--- src/hdl/cva_pkg.sv ---
// ============================================================================
// cva_pkg
// Shared types and constants of the channel voice allocator: item structs,
// request codes, controller states and the controller/datapath link.
// ============================================================================
package cva_pkg;

    // Sizes
    localparam int NUM_VOICES = 16;
    localparam int POOL_MAX   = 8;
    localparam int CH_W       = 8;
    localparam int CNT_W      = 32;
    localparam int LEN_W      = 4;
    localparam int VIDX_W     = $clog2(NUM_VOICES);
    localparam int PIDX_W     = (POOL_MAX > 1) ? $clog2(POOL_MAX) : 1;

    // Request codes
    localparam logic [1:0] REQ_ACQUIRE = 2'd0;
    localparam logic [1:0] REQ_RELEASE = 2'd1;
    localparam logic [1:0] REQ_CLEAR   = 2'd2;

    // Input item
    typedef struct packed {
        logic [1:0]  req_type;
        logic [63:0] pool_entries;
        logic [3:0]  pool_len;
        logic [7:0]  release_channel;
    } t_req_item;

    // Result item
    typedef struct packed {
        logic [7:0] granted_channel;
        logic       from_idle;
    } t_rsp_item;

    // Controller states
    typedef enum logic [1:0] {
        ST_IDLE,
        ST_SEARCH,
        ST_COMMIT
    } t_ctl_state;

    // Commands from the controller to the datapath
    typedef struct packed {
        logic load;
        logic search;
        logic commit;
    } t_dp_cmd;

    // Status from the datapath to the controller
    typedef struct packed {
        logic out_free;
    } t_dp_sts;

endpackage

--- src/hdl/cva_ctrl.sv ---
// ============================================================================
// cva_ctrl
// Sequencer of the allocator: takes one item, runs the pool search, then
// commits the state update and the result once the result register is free.
// ============================================================================
module cva_ctrl import cva_pkg::*; (
    input  logic    i_clk,
    input  logic    i_rst_n,
    input  logic    i_in_valid,
    input  t_dp_sts i_sts,
    output logic    o_in_stall,
    output t_dp_cmd o_cmd
);

    t_ctl_state r_state;
    t_ctl_state n_state;

    // State register
    always_ff @(posedge i_clk) begin
        if (!i_rst_n) begin
            r_state <= ST_IDLE;
        end else begin
            r_state <= n_state;
        end
    end

    // Next state
    always_comb begin
        n_state = r_state;
        unique case (r_state)
            ST_IDLE: begin
                if (i_in_valid) begin
                    n_state = ST_SEARCH;
                end
            end
            ST_SEARCH: begin
                n_state = ST_COMMIT;
            end
            ST_COMMIT: begin
                if (i_sts.out_free) begin
                    n_state = ST_IDLE;
                end
            end
            default: begin
                n_state = ST_IDLE;
            end
        endcase
    end

    // Commands and handshake
    always_comb begin
        o_cmd      = '0;
        o_in_stall = 1'b1;
        unique case (r_state)
            ST_IDLE: begin
                o_in_stall = 1'b0;
                o_cmd.load = i_in_valid;
            end
            ST_SEARCH: begin
                o_cmd.search = 1'b1;
            end
            ST_COMMIT: begin
                o_cmd.commit = i_sts.out_free;
            end
            default: begin
                o_in_stall = 1'b1;
            end
        endcase
    end

endmodule

--- src/hdl/cva_datapath.sv ---
// ============================================================================
// cva_datapath
// Busy flags, fallback counter with per-length residues, pool search and the
// result register of the allocator.
// ============================================================================
module cva_datapath import cva_pkg::*; (
    input  logic      i_clk,
    input  logic      i_rst_n,
    input  t_req_item i_in_item,
    input  t_dp_cmd   i_cmd,
    input  logic      i_out_stall,
    output t_dp_sts   o_sts,
    output logic      o_out_valid,
    output t_rsp_item o_out_item
);

    // Held request
    t_req_item r_req;

    // Allocator state
    logic [NUM_VOICES-1:0] r_busy;
    logic [NUM_VOICES-1:0] n_busy;
    logic [CNT_W-1:0]      r_counter;
    logic [CNT_W-1:0]      n_counter;
    // r_res[k] holds the counter modulo k+1
    logic [PIDX_W-1:0]     r_res [POOL_MAX];
    logic [PIDX_W-1:0]     n_res [POOL_MAX];

    // Search results
    logic            r_hit;
    logic [CH_W-1:0] r_hit_ch;
    logic [CH_W-1:0] r_fb_ch;
    logic            r_empty;

    // Result register
    logic      r_out_valid;
    t_rsp_item n_out;
    t_rsp_item r_out;

    // Combinational search signals
    logic [LEN_W-1:0]  eff_len;
    logic [LEN_W-1:0]  len_m1;
    logic [PIDX_W-1:0] fb_idx;
    logic [CH_W-1:0]   pool_ch [POOL_MAX];
    logic [POOL_MAX-1:0] cand;
    logic              hit;
    logic [CH_W-1:0]   hit_ch;

    // Clamp the pool length and split the pool into entries
    always_comb begin
        if (r_req.pool_len > LEN_W'(POOL_MAX)) begin
            eff_len = LEN_W'(POOL_MAX);
        end else begin
            eff_len = r_req.pool_len;
        end
        len_m1 = eff_len - LEN_W'(1);
        // pick the entry at the counter modulo the pool length
        fb_idx = r_res[len_m1[PIDX_W-1:0]];
        for (int i = 0; i < POOL_MAX; i++) begin
            pool_ch[i] = r_req.pool_entries[CH_W*i +: CH_W];
        end
    end

    // Find the first listed idle voice in range
    always_comb begin
        hit    = 1'b0;
        hit_ch = '0;
        for (int i = 0; i < POOL_MAX; i++) begin
            cand[i] = (LEN_W'(i) < eff_len) && (pool_ch[i] < CH_W'(NUM_VOICES))
                      && !r_busy[pool_ch[i][VIDX_W-1:0]];
        end
        for (int i = POOL_MAX - 1; i >= 0; i--) begin
            if (cand[i]) begin
                hit    = 1'b1;
                hit_ch = pool_ch[i];
            end
        end
    end

    // Apply the request on commit
    always_comb begin
        n_busy    = r_busy;
        n_counter = r_counter;
        n_res     = r_res;
        n_out     = '0;
        if (i_cmd.commit) begin
            unique case (r_req.req_type)
                REQ_ACQUIRE: begin
                    if (!r_empty) begin
                        if (r_hit) begin
                            n_busy[r_hit_ch[VIDX_W-1:0]] = 1'b1;
                            n_out.granted_channel        = r_hit_ch;
                            n_out.from_idle              = 1'b1;
                        end else begin
                            n_out.granted_channel = r_fb_ch;
                            n_counter             = r_counter + CNT_W'(1);
                            // advance residues; the 32-bit wrap restarts them all
                            for (int k = 0; k < POOL_MAX; k++) begin
                                if (r_counter == '1) begin
                                    n_res[k] = '0;
                                end else if (r_res[k] == PIDX_W'(k)) begin
                                    n_res[k] = '0;
                                end else begin
                                    n_res[k] = r_res[k] + PIDX_W'(1);
                                end
                            end
                        end
                    end
                end
                REQ_RELEASE: begin
                    if (r_req.release_channel < CH_W'(NUM_VOICES)) begin
                        n_busy[r_req.release_channel[VIDX_W-1:0]] = 1'b0;
                    end
                end
                REQ_CLEAR: begin
                    n_busy = '0;
                end
                default: begin
                    n_out = '0;
                end
            endcase
        end
    end

    // Capture the request
    always_ff @(posedge i_clk) begin
        if (i_cmd.load) begin
            r_req <= i_in_item;
        end
    end

    // Register the search outcome
    always_ff @(posedge i_clk) begin
        if (i_cmd.search) begin
            r_hit    <= hit;
            r_hit_ch <= hit_ch;
            r_fb_ch  <= pool_ch[fb_idx];
            r_empty  <= (eff_len == '0);
        end
    end

    // Allocator state
    always_ff @(posedge i_clk) begin
        if (!i_rst_n) begin
            r_busy    <= '0;
            r_counter <= '0;
            for (int k = 0; k < POOL_MAX; k++) begin
                r_res[k] <= '0;
            end
        end else begin
            r_busy    <= n_busy;
            r_counter <= n_counter;
            r_res     <= n_res;
        end
    end

    // Result register: load on commit, drop when taken
    always_ff @(posedge i_clk) begin
        if (!i_rst_n) begin
            r_out_valid <= 1'b0;
        end else if (i_cmd.commit) begin
            r_out_valid <= 1'b1;
        end else if (!i_out_stall) begin
            r_out_valid <= 1'b0;
        end
    end

    always_ff @(posedge i_clk) begin
        if (i_cmd.commit) begin
            r_out <= n_out;
        end
    end

    assign o_sts.out_free = !r_out_valid || !i_out_stall;
    assign o_out_valid    = r_out_valid;
    assign o_out_item     = r_out;

endmodule

--- src/hdl/channel_voice_allocator_top.sv ---
// The item is captured, its pool search is registered, and the commit loads the result register.
// The block takes one item at a time through accept, pool search and commit; the commit
// waits while the result register still holds an untaken result.
// The input is taken while a finished result waits in the result register.
// Reset (synchronous, active low) clears all busy flags, the fallback counter
// and the result valid; the block takes an item in the first cycle after reset.
// ============================================================================
// channel_voice_allocator_top
// Voice allocator with round-robin fallback: controller plus datapath.
// ============================================================================
module channel_voice_allocator_top import cva_pkg::*; (
    input  logic      i_clk,
    input  logic      i_rst_n,
    input  logic      i_in_valid,
    output logic      o_in_stall,
    input  t_req_item i_in_item,
    output logic      o_out_valid,
    input  logic      i_out_stall,
    output t_rsp_item o_out_item
);

    t_dp_cmd dp_cmd;
    t_dp_sts dp_sts;

    // Sequencer
    cva_ctrl u_ctrl (
        .i_clk      (i_clk),
        .i_rst_n    (i_rst_n),
        .i_in_valid (i_in_valid),
        .i_sts      (dp_sts),
        .o_in_stall (o_in_stall),
        .o_cmd      (dp_cmd)
    );

    // State and search logic
    cva_datapath u_datapath (
        .i_clk       (i_clk),
        .i_rst_n     (i_rst_n),
        .i_in_item   (i_in_item),
        .i_cmd       (dp_cmd),
        .i_out_stall (i_out_stall),
        .o_sts       (dp_sts),
        .o_out_valid (o_out_valid),
        .o_out_item  (o_out_item)
    );

endmodule

--- config.mk ---
export PLATFORM = sky130hd
export DESIGN_NAME = channel_voice_allocator_top
export DESIGN_NICKNAME = d
export VERILOG_FILES = /design/src/hdl/cva_pkg.sv /design/src/hdl/cva_ctrl.sv /design/src/hdl/cva_datapath.sv /design/src/hdl/channel_voice_allocator_top.sv
export SDC_FILE = /design/constraint.sdc
export NUM_CORES = 1
export LEC_CHECK = 0
export BUFFER_PORTS_ARGS = -buffer_cell sky130_fd_sc_hd__buf_2
export CAP_MARGIN = 20
export CELL_PAD_IN_SITES_DETAIL_PLACEMENT = 1
export CELL_PAD_IN_SITES_GLOBAL_PLACEMENT = 2
export CORE_UTILIZATION = 36
export CTS_CLUSTER_SIZE = 30
export DETAILED_ROUTE_END_ITERATION = 8
export GPL_TIMING_DRIVEN = 0
export PLACE_DENSITY = 0.8
export SLEW_MARGIN = 20
export SYNTH_ARGS = -nofsm -noshare
export SYNTH_HDL_FRONTEND = slang
export SYNTH_HIERARCHICAL = 1
export SYNTH_SLANG_ARGS = --single-unit
--- constraint.sdc ---
create_clock -name i_clk -period 3.9 [get_ports i_clk]
set_input_delay 0.585 -clock i_clk [delete_from_list [all_inputs] [get_ports i_clk]]
set_output_delay 0.585 -clock i_clk [all_outputs]
set_load 0.02 [all_outputs]
==> results.toml <==
[grt]
grt_max_degree = 19
grt_usage = 0.199
grt-ovfl-total = 0
grt_pass1_vias = 7082
grt_pass1_wl_mm = 39.5
antenna_found_initial = 1

[clock_tree]
postCtsSetupRepairBufs = 0
htree_levels = 4
cts_tree = "yes"
clockBufferDepth = 2
path_clk_slew_ps = 80
clock-root-buffer = "clkbuf_16"
clock_sinks = 180
postCtsHoldBufs = 0
clk_latency_ps = 430
cts_buffers = 17

[power]
leakage_nw = 4.03
p_int_mw = 3.14
seq_power_share = 0.510
ir_worst_vdd_uv = 243
p_per_area_mw_per_mm2 = 388
pwr-share-clk = 0.416
pwr-share-comb = 0.074
p_switching_mw = 1.07
p_sw_frac = 0.254

[place]
finalWeightedCongestion = 0.814
place.port_buffers = 92
placed_cells = 1244
dpl.hpwl_mm = 18.9
place_area_mm2 = 0.0103

[yosys]
syn_inst = 814
synth_area_leaders = "edfxtp_1 (34%), dfxtp_1 (16%), mux4_2 (8.0%)"
syn_area_per_cell_um2 = 11.4
seq_area_frac_synth = 0.500
async_flop_share = 0
synth_top_area_share = 0.339
synth_edf_count = 105
synthFlopType = "edfxtp_1"
ys_seq_elements = 180
synth_cell_types = 69
yosys.area.top_type = "edfxtp_1"
synth_warnings = 6
netlist_area_mm2 = 0.00931

[floorplan]
core_area_mm2 = 0.0253
rows = 58
io_pins = 93
die_w_um = 163
start_util = 0.369
die-area_mm2 = 0.0265
die_y_um = 163

[setup_path]
cp_cell_sequence = "buf_2 -> nor2b_1 -> buf_2 -> inv_1 -> ha_1 -> mux4_2 -> mux2i_4 -> buf_2 -> mux2_1 -> o211ai_1 -> o21ai_1"
crit_path_max_incr_delay_ps = 460
worst-setup-path-type = "flop to flop"
cp.required_ps = 4070
path_max_fanout = 10
rr_endpoint = "u_datapath/r_fb_ch[5]$_DFFE_PP_"
startpoint_type = "flop"
r2r_start = "u_datapath/r_req[11]$_DFFE_PP_"
endpoint_kind = "flop"
path_common_cell = "buf_2"
arrival_ps = 3850
r2r_slack_ps = 220
cp_slowest_cell = "ha_1"
reg2regPathDepth = 11

[sta]
relSlewSlack = 0.372
grt_setup_unrepaired = "no"
drv_slew = 0
setup_viol = 0
hold_violations = 0
fin_skew_ps = 12.1
worst_pin_slew_ps = 934
max_freq_ghz = 0.272
fin_hold_ws_ps = 321
min_period_over_period = 0.943
period_needed_ps = 3680

[detailed_routing]
drt_iter0_markers = 349
dr.pass1.iters = 4
wl_per_cell_um = 19.9
routed-via-count = 6861
antenna_left = 0
drc = 0
wl_mm = 25.4
drt-vias-per-instance = 5.37

[min_path]
hold_depth = 1
hp-start = "i_in_item[49]"
hold_end = "u_datapath/pool_ch[29]$_DFFE_PP_"
hp-class = "primary input to flop"

[layout]
instances_no_fill = 1277
final_cell_area_mm2 = 0.0109
final_util = 0.431
drive_above_1_share = 0.203
nNetsFinal = 1029
syn_to_final_growth_pct = 16.9

[run_status]
status = "finished, final reports clean"

[flow_run]
cap_violations = 0
## layout make-up
class	count	area, um2
antenna	1	2.50
buffer	38	176
clock buffer	17	425
clock inverter	15	166
fill	2819	14400
inverter	28	105
multi-input combinational	571	4420
sequential	180	4650
tap	330	413
timing repair buffer	97	517
## registers in the layout, summed over array words and instances (netlist names)
signal,count
u_datapath/o_out_item,9
u_datapath/o_out_valid,1
u_datapath/r_hit,1
u_datapath/r_fb_ch,8
u_datapath/r_counter,32
u_datapath/pool_ch,64
u_datapath/r_req,14
u_datapath/r_res,24
u_datapath/r_busy,16
u_datapath/r_hit_ch,8
u_ctrl/r_state,2
u_datapath/r_empty,1
## cell usage in the layout (no fill, tap or decap), drive strengths merged, types with 5 or more instances in the layout
cell and instances:
buf 108, edfxtp 105, nand2 79, dfxtp 75, o21ai 46, clkbuf 44, mux2i 40, and2 38
mux4 37, nor2 36, inv 36, nor2b 25, xnor2 23, a21oi 22, nand3 21, a21boi 21
mux2 16, ha 14, nand2b 13, nand4 12, a31oi 9, xor2 9, or3 8, a211oi 8
nor3 8, nand4b 7, o211ai 7, a211o 6, nor4 6, o31a 6, a22oi 5, or4 5
## layer usage
metal | up-vias | track usage | share of wire
li1 | 3276 | - | -
met1 | 3400 | 0.255 | 0.44
met2 | 159 | 0.341 | 0.50
met3 | 26 | 0.0293 | 0.039
met4 | 0 | 0.0680 | 0.020
met5 | - | 0 | 0
## critical path: cells and delay by family, from the launching register on
| family | cells | cell delay [ps] |
|---|---|---|
| compound gates | 2 | 360 |
| mux | 3 | 1130 |
| buf+inv | 4 | 970 |
| flops | 1 | 360 |
| fa+ha+maj | 1 | 460 |
| simple gates | 1 | 140 |
## worst max path at each step
stage	from	to	slack, ps	cells after the start
floorplan	u_datapath/r_req[11]$_DFFE_PP_	u_datapath/r_fb_ch[1]$_DFFE_PP_	840	11
global placement	i_out_stall	u_datapath/r_counter[27]$_SDFFE_PN0P_	-40	10
detailed placement	i_out_stall	u_datapath/r_counter[27]$_SDFFE_PN0P_	-50	10
CTS	u_datapath/r_req[11]$_DFFE_PP_	u_datapath/r_fb_ch[1]$_DFFE_PP_	150	12
global route	u_datapath/r_req[11]$_DFFE_PP_	u_datapath/r_fb_ch[6]$_DFFE_PP_	6	11
finish	u_datapath/r_req[11]$_DFFE_PP_	u_datapath/r_fb_ch[5]$_DFFE_PP_	220	11
## cells in the mapped netlist, types with 11 or more instances
cell / number
edfxtp_1: 105
nand2_1: 79
dfxtp_1: 75
mux2i_1: 39
and2_1: 37
nor2_1: 36
o21ai_0: 34
mux4_2: 33
inv_1: 28
clkbuf_1: 27
nor2b_1: 25
xnor2_1: 23
a21oi_1: 22
nand3_1: 21
ha_1: 14
a21boi_0: 13
nand2b_1: 13
nand4_1: 12
mux2_2: 11
o21ai_1: 11
## repair_timing
action                                 4_1_cts  5_1_grt
setup endpoints to repair                    5        5
endpoints found under the hold margin        0        0
resized for setup                            2        2
## logic make-up (layout without fill, tap and decap cells)
| kind of cell | after synthesis | after routing | share of synthesized area |
|---|---|---|---|
| buffers and inverters | 66 | 195 | 0.0302 |
| xor gates and xnor gates | 32 | 32 | 0.0301 |
| and+or+nand+nor | 278 | 278 | 0.160 |
| DFF | 180 | 180 | 0.500 |
| adders and majority gates | 14 | 14 | 0.0188 |
| muxes | 93 | 93 | 0.154 |
| AOI/OAI and AO/OA | 150 | 150 | 0.107 |
| other | 1 | 5 | 0.000403 |
## power by group through the flow
stage / registers [mW] / logic, mW / clock network (mW)
floorplan: 2.17 / 0.187 / 0
global route: 2.16 / 0.342 / 1.86
global placement: 2.19 / 0.296 / 0
detailed placement: 2.19 / 0.310 / 0
finish: 2.15 / 0.313 / 1.76
CTS: 2.15 / 0.314 / 1.79
## metrics by stage
stage / worst slack, ps / total power [mW] / TNS (ps)
2_1_floorplan: 838 / 2.36 / 0
3_3_place_gp: -43.4 / 2.49 / -84.1
3_5_place_dp: -49.2 / 2.50 / -123
4_1_cts: 146 / 4.25 / 0
5_1_grt: 6.48 / 4.36 / 0
6_report: 220 / 4.22 / 0
No activity file was read; power rests on OpenSTA's default activity.
